## src/hw/rtl/utf8_lenient_decoder_macros.svh

```systemverilog
// Assertion helpers for the decoder
`ifndef UTF8_LENIENT_DECODER_MACROS_SVH
`define UTF8_LENIENT_DECODER_MACROS_SVH

// same-cycle implication
`define U8LD_ASSERT_NOW(label, ante, cons) \
  label: assert property (@(posedge clk) disable iff (rst) (ante) |-> (cons)) \
    else $error("assertion failed");

// next-cycle implication
`define U8LD_ASSERT_NEXT(label, ante, cons) \
  label: assert property (@(posedge clk) disable iff (rst) (ante) |=> (cons)) \
    else $error("assertion failed");

`endif

```

## src/hw/rtl/u8ld_pkg.sv

```systemverilog
package u8ld_pkg;

  localparam int unsigned QDepth = 2;
  localparam int unsigned MaxRes = 4;

  typedef struct packed {
    logic [7:0] in_byte;
    logic       string_end;
  } in_t;

  typedef struct packed {
    logic [20:0] codepoint;
    logic        fell_back;
    logic        text_done;
    logic        run_last;
  } out_t;

  typedef struct packed {
    logic [20:0] cp;
    logic        fb;
  } res_t;

  typedef struct packed {
    logic [1:0]              last_idx;
    logic                    str_end;
    res_t [MaxRes-1:0]       res;
  } cmd_t;

  typedef struct packed {
    logic full;
    logic empty;
  } q_status_t;

  typedef enum logic [1:0] {
    LEAD_ASCII = 2'd0,
    LEAD_MULTI = 2'd1,
    LEAD_BAD   = 2'd2
  } lead_class_t;

endpackage

```

## src/hw/rtl/u8ld_front.sv

```systemverilog
module u8ld_front (
  input  logic             clk,
  input  logic             rst,
  input  logic             in_valid,
  output logic             in_stall,
  input  u8ld_pkg::in_t    in_item,
  input  logic             q_full,
  output logic             push,
  output u8ld_pkg::cmd_t   cmd
);
  import u8ld_pkg::*;

  logic [7:0]  lead_held, lead_held_next;
  logic [1:0]  bytes_needed, bytes_needed_next;
  logic [1:0]  bytes_seen, bytes_seen_next;
  logic [20:0] value_acc, value_acc_next;
  logic [7:0]  cont_buffer [2];

  logic        accept;
  logic        buf_we;
  logic [2:0]  n;

  assign in_stall = q_full;
  assign accept   = in_valid && !q_full;
  assign push     = accept && (n != 3'd0);

  always_comb begin
    logic [7:0]  b;
    logic        last;
    logic        is_cont;
    logic        do_lead;
    logic [1:0]  base;
    logic [1:0]  need;
    logic [20:0] init;
    logic [20:0] shifted;
    lead_class_t cls;

    b       = in_item.in_byte;
    last    = in_item.string_end;
    is_cont = (b[7:6] == 2'b10);
    shifted = {value_acc[14:0], b[5:0]};
    do_lead = 1'b0;
    base    = 2'd0;
    need    = 2'd0;
    init    = '0;
    cls     = LEAD_ASCII;
    n       = 3'd0;
    buf_we  = 1'b0;
    cmd     = '0;
    cmd.str_end = last;

    lead_held_next    = lead_held;
    bytes_needed_next = bytes_needed;
    bytes_seen_next   = bytes_seen;
    value_acc_next    = value_acc;

    if (bytes_needed == 2'd0) begin
      do_lead = 1'b1;
    end else if (is_cont && ({1'b0, bytes_seen} + 3'd1 == {1'b0, bytes_needed})) begin
      cmd.res[0] = '{cp: shifted, fb: 1'b0};
      n = 3'd1;
      lead_held_next    = '0;
      bytes_needed_next = '0;
      bytes_seen_next   = '0;
      value_acc_next    = '0;
    end else if (is_cont && !last && (bytes_seen < 2'd2)) begin
      buf_we          = 1'b1;
      value_acc_next  = shifted;
      bytes_seen_next = bytes_seen + 2'd1;
    end else begin
      cmd.res[0] = '{cp: {13'd0, lead_held}, fb: 1'b1};
      cmd.res[1] = '{cp: {13'd0, cont_buffer[0]}, fb: 1'b1};
      cmd.res[2] = '{cp: {13'd0, cont_buffer[1]}, fb: 1'b1};
      base = bytes_seen + 2'd1;
      n    = {1'b0, base};
      do_lead = 1'b1;
      lead_held_next    = '0;
      bytes_needed_next = '0;
      bytes_seen_next   = '0;
      value_acc_next    = '0;
    end

    if (do_lead) begin
      case (b) inside
        [8'h00:8'h7F]: begin cls = LEAD_ASCII; end
        [8'hC0:8'hDF]: begin cls = LEAD_MULTI; need = 2'd1; init = {16'd0, b[4:0]}; end
        [8'hE0:8'hEF]: begin cls = LEAD_MULTI; need = 2'd2; init = {17'd0, b[3:0]}; end
        [8'hF0:8'hF7]: begin cls = LEAD_MULTI; need = 2'd3; init = {18'd0, b[2:0]}; end
        default:       begin cls = LEAD_BAD; end
      endcase
      if (cls == LEAD_MULTI && !last) begin
        lead_held_next    = b;
        bytes_needed_next = need;
        bytes_seen_next   = '0;
        value_acc_next    = init;
      end else begin
        cmd.res[base] = '{cp: {13'd0, b}, fb: (cls != LEAD_ASCII)};
        n = {1'b0, base} + 3'd1;
      end
    end

    cmd.last_idx = 2'(n - 3'd1);
  end

  always_ff @(posedge clk) begin
    if (rst) begin
      lead_held    <= '0;
      bytes_needed <= '0;
      bytes_seen   <= '0;
      value_acc    <= '0;
    end else if (accept) begin
      lead_held    <= lead_held_next;
      bytes_needed <= bytes_needed_next;
      bytes_seen   <= bytes_seen_next;
      value_acc    <= value_acc_next;
    end
  end

  always_ff @(posedge clk) begin
    if (accept && buf_we) begin
      cont_buffer[bytes_seen[0]] <= in_item.in_byte;
    end
  end

endmodule

```

## src/hw/rtl/u8ld_queue.sv

```systemverilog
module u8ld_queue (
  input  logic                clk,
  input  logic                rst,
  input  logic                push,
  input  u8ld_pkg::cmd_t      push_cmd,
  input  logic                pop,
  output u8ld_pkg::cmd_t      head,
  output u8ld_pkg::q_status_t status
);
  import u8ld_pkg::*;

  localparam int unsigned PtrW = $clog2(QDepth);
  localparam int unsigned CntW = $clog2(QDepth + 1);

  cmd_t            entries [QDepth];
  logic [PtrW-1:0] wr_ptr;
  logic [PtrW-1:0] rd_ptr;
  logic [CntW-1:0] count;

  assign status.full  = (count == CntW'(QDepth));
  assign status.empty = (count == '0);
  assign head         = entries[rd_ptr];

  always_ff @(posedge clk) begin
    if (push) begin
      entries[wr_ptr] <= push_cmd;
    end
  end

  always_ff @(posedge clk) begin
    if (rst) begin
      wr_ptr <= '0;
      rd_ptr <= '0;
      count  <= '0;
    end else begin
      if (push) begin
        wr_ptr <= (wr_ptr == PtrW'(QDepth - 1)) ? '0 : wr_ptr + 1'b1;
      end
      if (pop) begin
        rd_ptr <= (rd_ptr == PtrW'(QDepth - 1)) ? '0 : rd_ptr + 1'b1;
      end
      case ({push, pop})
        2'b10:   begin count <= count + 1'b1; end
        2'b01:   begin count <= count - 1'b1; end
        default: begin count <= count; end
      endcase
    end
  end

endmodule

```

## src/hw/rtl/u8ld_back.sv

```systemverilog
module u8ld_back (
  input  logic                clk,
  input  logic                rst,
  input  u8ld_pkg::cmd_t      head,
  input  logic                head_valid,
  output logic                pop,
  output logic                out_valid,
  input  logic                out_stall,
  output u8ld_pkg::out_t      out_item
);
  import u8ld_pkg::*;

  logic [1:0] idx;
  logic       load;
  logic       is_last;
  res_t       cur;

  assign load    = head_valid && (!out_valid || !out_stall);
  assign is_last = (idx == head.last_idx);
  assign cur     = head.res[idx];
  assign pop     = load && is_last;

  always_ff @(posedge clk) begin
    if (rst) begin
      out_valid <= 1'b0;
      idx       <= '0;
    end else begin
      if (load) begin
        out_valid <= 1'b1;
        idx       <= is_last ? 2'd0 : idx + 2'd1;
      end else if (!out_stall) begin
        out_valid <= 1'b0;
      end
    end
  end

  always_ff @(posedge clk) begin
    if (load) begin
      out_item.codepoint <= cur.cp;
      out_item.fell_back <= cur.fb;
      out_item.run_last  <= is_last;
      out_item.text_done <= is_last && head.str_end;
    end
  end

endmodule

```

## src/hw/rtl/utf8_lenient_decoder.sv

```systemverilog
// Lenient UTF-8 decoder: one byte per beat in, one codepoint per beat out, with
// broken sequences passed through as Latin-1 bytes flagged by fell_back. The
// input side takes a byte every cycle while its two-entry command queue has
// room; a byte that completes or rejects a sequence produces one to four
// results, which the output register hands out one per cycle while out_stall
// is low, and the input stalls only once both queue entries are waiting.
// Bytes that are buffered inside an open sequence produce nothing. Each
// result is registered first in a queue entry, then in the output register.
`include "utf8_lenient_decoder_macros.svh"

module utf8_lenient_decoder (
  input  logic            clk,
  input  logic            rst,
  input  logic            in_valid,
  output logic            in_stall,
  input  u8ld_pkg::in_t   in_item,
  output logic            out_valid,
  input  logic            out_stall,
  output u8ld_pkg::out_t  out_item
);
  import u8ld_pkg::*;

  logic      push;
  logic      pop;
  cmd_t      push_cmd;
  cmd_t      head;
  q_status_t q_status;

  u8ld_front u_front (
    .clk      (clk),
    .rst      (rst),
    .in_valid (in_valid),
    .in_stall (in_stall),
    .in_item  (in_item),
    .q_full   (q_status.full),
    .push     (push),
    .cmd      (push_cmd)
  );

  u8ld_queue u_queue (
    .clk      (clk),
    .rst      (rst),
    .push     (push),
    .push_cmd (push_cmd),
    .pop      (pop),
    .head     (head),
    .status   (q_status)
  );

  u8ld_back u_back (
    .clk        (clk),
    .rst        (rst),
    .head       (head),
    .head_valid (!q_status.empty),
    .pop        (pop),
    .out_valid  (out_valid),
    .out_stall  (out_stall),
    .out_item   (out_item)
  );

  `U8LD_ASSERT_NOW(a_pop_nonempty, pop, !q_status.empty)
  `U8LD_ASSERT_NOW(a_push_room, push, !q_status.full)
  `U8LD_ASSERT_NOW(a_done_is_last, out_valid && out_item.text_done, out_item.run_last)
  `U8LD_ASSERT_NOW(a_decoded_is_last, out_valid && !out_item.fell_back, out_item.run_last)

endmodule

```

## config.mk

```make
export PLATFORM = sky130hd
export DESIGN_NAME = utf8_lenient_decoder
export DESIGN_NICKNAME = d
export VERILOG_FILES = /design/src/hw/rtl/u8ld_pkg.sv /design/src/hw/rtl/u8ld_front.sv /design/src/hw/rtl/u8ld_queue.sv /design/src/hw/rtl/u8ld_back.sv /design/src/hw/rtl/utf8_lenient_decoder.sv
export VERILOG_INCLUDE_DIRS = /design/src /design/src/hw/rtl
export SDC_FILE = /design/constraint.sdc
export NUM_CORES = 1
export LEC_CHECK = 0
export CAP_MARGIN = 20
export CORE_MARGIN = 5
export CORE_UTILIZATION = 50
export CTS_BUF_LIST = sky130_fd_sc_hd__clkbuf_4 sky130_fd_sc_hd__clkbuf_8 sky130_fd_sc_hd__clkbuf_16
export DETAILED_ROUTE_END_ITERATION = 10
export DONT_BUFFER_PORTS = 1
export GPL_ROUTABILITY_DRIVEN = 0
export PLACE_DENSITY = 0.68
export SYNTH_ARGS = -nofsm -noshare
export SYNTH_HDL_FRONTEND = slang
export SYNTH_SLANG_ARGS = --single-unit
```

## constraint.sdc

```tcl
create_clock -name clk -period 3.7 [get_ports clk]
set_input_delay 0.185 -clock clk [delete_from_list [all_inputs] [get_ports clk]]
set_output_delay 0.185 -clock clk [all_outputs]
set_load 0.01 [all_outputs]
```

-- After elaboration in Yosys (flattened, before gate mapping)
Memory sizes are Yosys's and may differ from the RTL's. A register that Yosys moved wholly into a read port is not among the register bits.
Cells that the tools add are included.
- flip-flop bits (word level): 64
- memory bits (writable): 198
- word-level logic and storage cells: 140
- memories kept: 2
- memory list (memory ; depth ; bits a word ; read ports ; clocked after memory_dff ; write ports ; line ; source):
    u_queue.entries ; 2 ; 91 ; 1 ; 1 ; 1 ; u8ld_queue.sv:15 ; cmd_t entries [QDepth];
    u_front.cont_buffer ; 2 ; 8 ; 2 ; 0 ; 1 ; u8ld_front.sv:17 ; logic [7:0] cont_buffer [2];
- add/sub/neg operators: 9
- $lt $le $gt $ge: 12
- eq/ne operators: 8
- muxes and demuxes: 70
- reductions and logical operators: 26
- operators by type and width (operator ; number):
    $mux 88 ; 2
    $mux 21 ; 8
    $mux 53 ; 2
    $bwmux 88 ; 1
    $mux 22 ; 3
    $mux 2 ; 24
    $bmux 22 s2 ; 1
    $demux 22 s2 ; 1
    $mux 8 ; 5
    $mux 31 ; 1
    $ge 8x8->1 const B ; 3
    $le 8x8->1 const B ; 3
    $mux 1 ; 16
    $logic_and 1x1->1 ; 15
    $mux 3 ; 5
    $ge 8x1->1 const B ; 1
    $le 8x7->1 const B ; 1
    $add 2x1->2 const B ; 3
    $add 2x1->3 const B ; 2
    $eq 2x2->1 const B ; 3
    $lt 2x3->1 const B ; 2
    $logic_not 1->1 ; 5
    $eq 2x1->1 const B ; 2
    $logic_not 2->1 ; 2
    11 further kinds ; 14

-- Logic depth before layout (Yosys ltp)
Gate-level depths: netlist of the first run.
- word-level depth: 15
- gate-level depth with buffers: 15
- gate-level depth less buffers: 14

-- By module
From an unflattened synthesis of the first run, not the netlist that was laid out.
- cells, all modules: 702
- area total of the unflattened synthesis: 11091.9 um2
- modules (own cells, without submodules) (module ; times used ; cells each ; area each (um2) ; sequential area each (um2)):
    u8ld_queue ; 1 ; 305 ; 6745.2 ; 5565.3
    u8ld_front ; 1 ; 322 ; 2835.2 ; 1021.0
    u8ld_back ; 1 ; 74 ; 1507.7 ; 780.7
    utf8_lenient_decoder ; 1 ; 1 ; 3.8 ; 0.0

-- Worst setup path before layout of the first run
Ideal clock, no wire load.
- kind: register to register
- start point: register u_front.bytes_seen[1]
- end point: memory u_queue.entries[0][0] (netlist bit) (enable)
- library setup time: 0.413 ns
- arrival time: 3.642 ns
- required time: 3.287 ns
- path slack: -0.355 ns
- stages on the path, launching flop included: 12
- buffers on the path: 1
- period minus slack after synthesis: 4.055 ns
- path through: dfxtp_1 -> ha_1 -> xnor2_1 -> a311oi_2 -> buf_4 -> nand2_1 -> ha_1 -> nand2_1 -> a21o_1 -> ha_1 -> inv_1 -> o21a_1
- word-level cells in the longest chain between the ends: 12
- elaborated cells on any way between the ends: 22
- ends and longest elaborated chain (item ; line ; source):
    start: declaration ; u8ld_front.sv:15 ; logic [1:0] bytes_seen, bytes_seen_next;
    start signal: assignment ; u8ld_front.sv:114 ; bytes_seen <= bytes_seen_next;
    $add 2x1->3 or $lt 2x2->1 (tied branches) ; u8ld_front.sv:59, u8ld_front.sv:66 ;
    $eq 3x2->1 or $logic_and 1x1->1 (tied branches) ; u8ld_front.sv:59, u8ld_front.sv:66 ;
    $logic_and 1x1->1 or $mux 2 (tied branches) ; u8ld_front.sv:59, u8ld_front.sv:66 ;
    $mux 2 ; u8ld_front.sv:59 ; end else if (is_cont && ({1'b0, bytes_seen} + 3'd1 == {1'b0, bytes_needed})) begin
    $mux 2 ; u8ld_front.sv:57 ; if (bytes_needed == 2'd0) begin
    $add 2x1->3 ; u8ld_front.sv:98 ; n = {1'b0, base} + 3'd1;
    $mux 3 ; u8ld_front.sv:91 ; if (cls == LEAD_MULTI && !last) begin
    $mux 3 * ; u8ld_front.sv:83 ; if (do_lead) begin
    $reduce_bool 3->1 * ; u8ld_front.sv:25 ; assign push = accept && (n != 3'd0);
    $logic_and 1x1->1 * ; u8ld_front.sv:25 ;
    $mux 1 * ; u8ld_queue.sv:25 ; if (push) begin
    $mux 1 (implied by the code) * ; u8ld_queue.sv:26 ; entries[wr_ptr] <= push_cmd;
    end: declaration ; u8ld_queue.sv:15 ;
Every way passes the cells marked *; elsewhere a longest branch is shown, timed or not.

-- Final worst setup path of the first run
- start point: register u_front.bytes_seen[1]
- end point: register u_queue.count[1]
- word-level cells in the longest chain between the ends: 12
- elaborated cells on any way between the ends: 24
- ends and longest elaborated chain (item ; line ; source):
    $add 2x1->3 or $lt 2x2->1 (tied branches) ; u8ld_front.sv:59, u8ld_front.sv:66 ;
    $eq 3x2->1 or $logic_and 1x1->1 (tied branches) ; u8ld_front.sv:59, u8ld_front.sv:66 ;
    $logic_and 1x1->1 or $mux 2 (tied branches) ; u8ld_front.sv:59, u8ld_front.sv:66 ;
    $mux 2 ; u8ld_front.sv:59 ;
    $mux 2 ; u8ld_front.sv:57 ;
    $add 2x1->3 ; u8ld_front.sv:98 ;
    $mux 3 ; u8ld_front.sv:91 ;
    $mux 3 * ; u8ld_front.sv:83 ;
    $reduce_bool 3->1 * ; u8ld_front.sv:25 ;
    $logic_and 1x1->1 * ; u8ld_front.sv:25 ;
    $eq 2x1->1 or $eq 2x2->1 (tied branches) ; u8ld_queue.sv:42 ; case ({push, pop})
    $pmux 2 s2 or $reduce_bool 2->1 (tied branches) ; - ;
    end signal: assignment ; u8ld_queue.sv:43 ; 2'b10: begin count <= count + 1'b1; end
    end signal: assignment ; u8ld_queue.sv:44 ; 2'b01: begin count <= count - 1'b1; end
    end signal: assignment ; u8ld_queue.sv:45 ; default: begin count <= count; end
    end: declaration ; u8ld_queue.sv:18 ; logic [CntW-1:0] count;
Marked as above.
A chain may end at the register's enable or synchronous reset.

==> out/results.tsv, run 1 <==
stage	metric	value	unit
critical_path	crit path DAT	3.69	ns
clock_tree	# clock sinks	179	
timing	final period utilization	0.8986	
detailed_routing	Routed wire per std cell	21.56	µm
layout	multi-input logic area	2400	µm²
timing	Rel. slew slack	0.4652	
yosys	top cells by area, synth	edfxtp_1, dfxtp_1, mux4_2	
detailed_routing	average via count per standard cell	6.003	
global_routing	Overflow after GRT	0	
die	initial core utilization	0.5046	
clock_tree	Max clock buf depth	2	
pwr	Net Sw Frac	0.2716	
clock_tree	H-tree Lvls	4	
critical_path	slowest CP cell	dfxtp_1	
timing	final setup skew	0.007531	ns
timing	setup violators final	0	
pwr	sw power	1.583	mW
pwr	Seq pwr share	0.493	
min_path	HP Class	primary input to flip-flop	
timing	Worst-Margin Slew	0.8005	ns
critical_path	Crit Path Category	flip-flop to flip-flop	
yosys	dominant cell type by area after synthesis	edfxtp_1	
detailed_routing	Via Count	4598	
yosys	#FFs+latches synth	179	
detailed_routing	routed wire length	16520	µm
yosys	Post-Synth Simple-Gate Area	0.1157	
layout	antenna diode count	0	
clock_tree	CTS tree	yes	
global_routing	first-pass GRT wire length	26160	µm
clock_tree	worst skew pair latency	0.43	ns
layout	fin util	0.5714	
yosys	top_reg_cell synth	edfxtp_1	
critical_path	slowest stage delay, CP	0.39	ns
die	I/O pins	39	
pwr	internal power	4.247	mW
layout	commonest non-fill, non-tap cell in the layout	edfxtp_1	
yosys	Yosys warning count	0	
timing	Fin Hold WS	0.02060	ns
yosys	Netlist cell types	60	
yosys	multiplexer share of the synthesized area	0.08151	
critical_path	worst-path fanout max	5	
critical_path	CP endpoint kind	flip-flop	
yosys	xor/xnor share of the synthesized area	0.008053	
timing	minimum clock period	3.325	ns
layout	Storage cell area	5026	µm²
die	Die ar.	17800	µm²
yosys	Syn Nets	567	
run_status	outcome	finished clean	
critical_path	crit-path cells	ha_1, xnor2_1, a311oi_2, nand2_1, ha_1, nand2_1, a21o_1, ha_1, inv_1, o21ai_0, ha_1, or3_1, a21oi_1	
yosys	largest family of logic cells by synthesized area	simple AND/OR/NAND/NOR gates	
die	chip height	133.4	µm
yosys	cell count after synthesis	546	
detailed_routing	DRT antenna net count	0	
detailed_routing	routed wl met3	1031	µm
pwr	Clock power frac	0.312	
detailed_routing	WL met1	7387	µm
clock_tree	Reg clk slew, reported paths	0.07	ns
layout	layout cells sized above 1	0.1557	
placed_design	HPWL reported at the end of detailed placement	10670	µm
layout	Final #Nets	586	
timing	final setup TNS	0	ns
clock_tree	clk root buf	clkbuf_16	
die	die width	133.4	µm
clock_tree	clock buffer count from CTS	17	
detailed_routing	violation count after the first detailed-route iteration	432	
global_routing	total track usage	0.1947	
pwr	peak supply drop	0.4189	mV
timing	final hold vios	0	
timing	fin. max-slew vios	0	
timing	PnR worst setup slack	0.3753	ns
yosys	Syn Area/Cell	13.94	µm²
yosys	Synth top area share	0.5680	
layout	Syn-to-layout area delta	13.25	%
detailed_routing	Residual DRC	0	
run	max cap viols	0	
placed_design	port bufs	0	
detailed_routing	drt pass-1 iters	5	
timing	achievable clock frequency	0.3008	GHz
pwr	Leak	2.956	nW
critical_path	Worst Setup SP	u_front.bytes_seen[1]	
yosys	Post-synth EDFFs	144	
timing	unrepaired setup endpoints after global routing	false	
die	area of the core	15090	µm²
yosys	sequential area share after synthesis	0.6600	
critical_path	Crit path required time	4.06	ns
global_routing	largest net degree at the start of global routing	46	
layout	highest-count cells in the layout ignoring fill and taps	edfxtp_1, nand2_1, a21oi_1	
die	FP Rows	45	
placed_design	pre-CTS setup slack	0.4410	ns
yosys	async set-or-reset flop fraction in the synthesized netlist	0	
critical_path	RR Startpoint	u_front.bytes_seen[1]	
global_routing	vias in the first global route	4593	
critical_path	CP most frequent cell	ha_1	
yosys	Adder-Cell Fraction of Synth Area	0.01315	
layout	final-layout fill cell count	1222	
detailed_routing	met2 wire length	7774	µm
pwr	logic gate share of total power	0.195	
detailed_routing	uppermost routed layer	met4	
yosys	Netlist Area Pre-Place	7614	µm²
global_routing	initial antenna violation count	0	
pwr	Power Density	676.1	nW/µm²
yosys	complex-gate fraction of the synthesized area	0.09663	
pwr	overall power	5.830	mW
min_path	Hold Path Origin	in_item[8]	
critical_path	startpoint types	flip-flop	
## power by group through the flow
stage               clock [mW]  sequential [mW]  combinational (mW)
global route              1.93             2.90                1.25
detailed placement           0             2.93                1.08
finish                    1.82             2.87                1.14
global placement             0             2.91                1.05
floorplan                    0             2.84               0.861
CTS                       1.85             2.89                1.11
## registers in the layout (all words and copies together) (netlist names), named ones only
| signal | flops |
|---|---|
| u_front.bytes_needed | 2 |
| u_queue.wr_ptr | 1 |
| u_front.cont_buffer | 16 |
| u_queue.entries | 104 |
| u_back.out_valid | 1 |
| u_front.bytes_seen | 2 |
| u_back.idx | 2 |
| u_front.value_acc | 15 |
| u_front.lead_held | 8 |
| u_queue.rd_ptr | 1 |
| u_back.out_item | 24 |
| u_queue.count | 2 |
## cells by family after synthesis
logic type / count (synthesis)
XOR/XNOR: 7
multiplexers: 39
AND/OR/NAND/NOR: 167
flip-flops: 179
buffers and inverters: 40
adder cells (fa/ha/maj): 8
AO/OA/AOI/OAI: 106
## routing by layer
layer | track usage | vias up
met5 | 0 | -
met4 | 0.06286 | 0
met3 | 0.04834 | 24
met2 | 0.3008 | 166
met1 | 0.2736 | 2298
li1 | - | 2110
## metrics by stage
stage	area, µm²	instances
floorplan	7615	546
global placement	7829	719
detailed placement	7829	719
CTS	8594	765
global route	8622	766
finish	8622	766
## cells in the mapped netlist (5+ instances only)
cell / count
nand3_1: 26
edfxtp_1: 144
nor2_1: 18
mux2i_1: 17
xnor2_1: 5
nor3_1: 8
and2_1: 22
a22o_1: 12
a32o_1: 5
inv_1: 11
ha_1: 8
nand2_1: 52
buf_2: 8
dfxtp_1: 35
o21ai_0: 22
clkbuf_1: 12
a21oi_1: 36
mux4_2: 18
nor2b_1: 16
## worst paths after layout
path / cells past startpoint / endpoint / slack (ns)
max: 13 / u_queue.count[1] / 0.38
min: 1 / u_queue.entries[0][8] / 0.02
max reg2reg: 13 / u_queue.count[1] / 0.38
min reg2reg: 1 / u_front.lead_held[6] / 0.47
## worst max-delay path, delay by kind of cell (launching register included)
kind | cells | cell delay, ns
adder cells (fa/ha/maj) | 4 | 1.14
buffers and inverters | 1 | 0.09
AND/OR/NAND/NOR | 3 | 0.58
AO/OA/AOI/OAI | 4 | 0.80
XOR/XNOR | 1 | 0.26
flip-flops | 1 | 0.39
## timing repair
action                                 CTS  global route
setup buffers                            0             0
endpoints found under the hold margin   64             0
hold buffers                            14             0
resized for setup                        0             0
## cell type report
type                    count  area share
flip-flops and latches    179      0.5829
inverters                  12    0.005224
clock inverters            11     0.01451
well taps                 188     0.02728
clock buffers              21     0.05689
multi-input cells         327      0.2783
repair buffers             28     0.03483
No activity file was read; power rests on OpenSTA's default activity.
==> run 2: changes to the inputs <==
- MAX_ROUTING_LAYER: unset -> met4
==> run 2 against run 1 <==
  * Final cell count is the same
  * Fmax grew 0.24%
  * Combinational power is essentially flat
  * Highest routed layer unchanged
  * Clock skew grew 0.0024 ns
  * Critical endpoint unchanged
  * Clock power is essentially flat
  * First-iteration DRC count grew 5.8%
  * Core utilization is the same
  * Critical path depth is the same
  * Die area is the same
  * Clock-buffer cell count is the same
  * Hold slack lost 0.0022 ns
==> out/results.tsv, run 2 (synthesis results as in run 1) <==
stage	metric	value	unit
detailed_routing	DRT antenna net count	0	
detailed_routing	routed wire length	16540	µm
clock_tree	# clock sinks	179	
detailed_routing	Routed wire per std cell	21.59	µm
detailed_routing	Residual DRC	0	
die	die width	133.4	µm
die	initial core utilization	0.5046	
die	I/O pins	39	
timing	unrepaired setup endpoints after global routing	false	
timing	Fin Hold WS	0.01844	ns
pwr	Power Density	676.0	nW/µm²
timing	achievable clock frequency	0.3015	GHz
global_routing	Overflow after GRT	0	
placed_design	HPWL reported at the end of detailed placement	10670	µm
detailed_routing	drt pass-1 iters	6	
die	Die ar.	17800	µm²
layout	Syn-to-layout area delta	13.25	%
clock_tree	clk root buf	clkbuf_16	
min_path	Hold Path Origin	in_item[6]	
die	chip height	133.4	µm
critical_path	Crit Path Category	flip-flop to flip-flop	
die	FP Rows	45	
clock_tree	CTS tree	yes	
layout	highest-count cells in the layout ignoring fill and taps	edfxtp_1, nand2_1, a21oi_1	
clock_tree	Reg clk slew, reported paths	0.06	ns
layout	Storage cell area	5026	µm²
clock_tree	cts repair resizes	0	
critical_path	crit path DAT	3.68	ns
detailed_routing	violation count after the first detailed-route iteration	457	
timing	setup violators final	0	
global_routing	largest net degree at the start of global routing	46	
critical_path	worst-path fanout max	5	
critical_path	flop-to-flop setup slack	0.38	ns
critical_path	CP endpoint kind	flip-flop	
timing	Worst-Margin Slew	0.7951	ns
layout	max reg flops	104	
global_routing	first-pass GRT wire length	26190	µm
detailed_routing	average via count per standard cell	6.042	
layout	Final #Nets	586	
placed_design	port bufs	0	
layout	most flop-heavy register	u_queue.entries	
timing	final hold vios	0	
timing	fin. max-slew vios	0	
detailed_routing	Via Count	4628	
clock_tree	worst skew pair latency	0.43	ns
layout	multi-input logic area	2400	µm²
die	area of the core	15090	µm²
run_status	outcome	finished clean	
global_routing	initial antenna violation count	0	
pwr	peak supply drop	0.4168	mV
layout	layout cells sized above 1	0.1557	
timing	final period utilization	0.8964	
layout	antenna diode count	0	
timing	minimum clock period	3.317	ns
critical_path	Worst Setup SP	u_front.bytes_seen[1]	
clock_tree	Max clock buf depth	2	
critical_path	RR Startpoint	u_front.bytes_seen[1]	
layout	commonest non-fill, non-tap cell in the layout	edfxtp_1	
timing	Rel. slew slack	0.4688	
clock_tree	cts hold-fix bufs	14	
critical_path	startpoint types	flip-flop	
run	max cap viols	0	
pwr	Leak	2.956	nW
clock_tree	clock buffer count from CTS	17	
global_routing	vias in the first global route	4587	
min_path	HP Class	primary input to flip-flop	
clock_tree	H-tree Lvls	4	
timing	final setup skew	0.009909	ns
layout	final-layout fill cell count	1222	
global_routing	total track usage	0.2007	
timing	final setup TNS	0	ns
critical_path	Crit path required time	4.06	ns
clock_tree	setup bufs post-CTS	0	
==> run 2: where the power goes <==
group / internal, mW / switching, mW / total, mW / leakage [nW]
combinational: 0.510 / 0.628 / 1.14 / 1.02
sequential: 2.65 / 0.224 / 2.87 / 1.65
clock: 1.09 / 0.730 / 1.82 / 0.289
total: 4.25 / 1.58 / 5.83 / 2.96
==> run 2: layer usage <==
| layer | share of wire | up-vias | GRT usage |
|---|---|---|---|
| met5 | 0 | - | - |
| met3 | 0.054 | 22 | 0.04683 |
| met4 | 0.015 | 0 | 0.06286 |
| met1 | 0.46 | 2330 | 0.2758 |
| li1 | - | 2109 | - |
| met2 | 0.47 | 167 | 0.2999 |
==> run 2: per-stage QoR <==
step                      setup WS (ns)  instance area [µm²]  total power [mW]    util  instances
after floorplan                 0.07079                 7615             3.701       -        546
after global placement           0.5080                 7829             3.965  0.5188        719
after detailed placement         0.4410                 7829             4.007  0.5188        719
after CTS                        0.4058                 8594             5.846  0.5696        765
after global routing             0.1276                 8622             6.092  0.5714        766
final                            0.3834                 8622             5.829  0.5714        766
==> run 2: path summary, 6_finish.rpt <==
kind | end | cells after the start
setup / recovery | u_queue.count[1] | 13
hold / removal | u_queue.entries[1][72] | 1
setup reg to reg | u_queue.count[1] | 13
hold reg to reg | u_front.lead_held[6] | 1
==> run 2: area by class of cell <==
cell class	instances	share of cell area
sequential	179	0.5829
multi-input combinational	327	0.2783
clock buffer	21	0.05689
timing repair buffer	28	0.03483
tap	188	0.02728
clock inverter	11	0.01451
inverter	12	0.005224
==> run 2: critical path: stages, from the launching register on <==
cell	delay [ns]
dfxtp_1	0.34
ha_1	0.35
xnor2_1	0.25
a311oi_2	0.37
nand2_1	0.16
ha_1	0.29
nand2_1	0.04
a21o_1	0.18
ha_1	0.20
inv_1	0.09
o21ai_0	0.10
ha_1	0.34
or3_1	0.38
a21oi_1	0.14
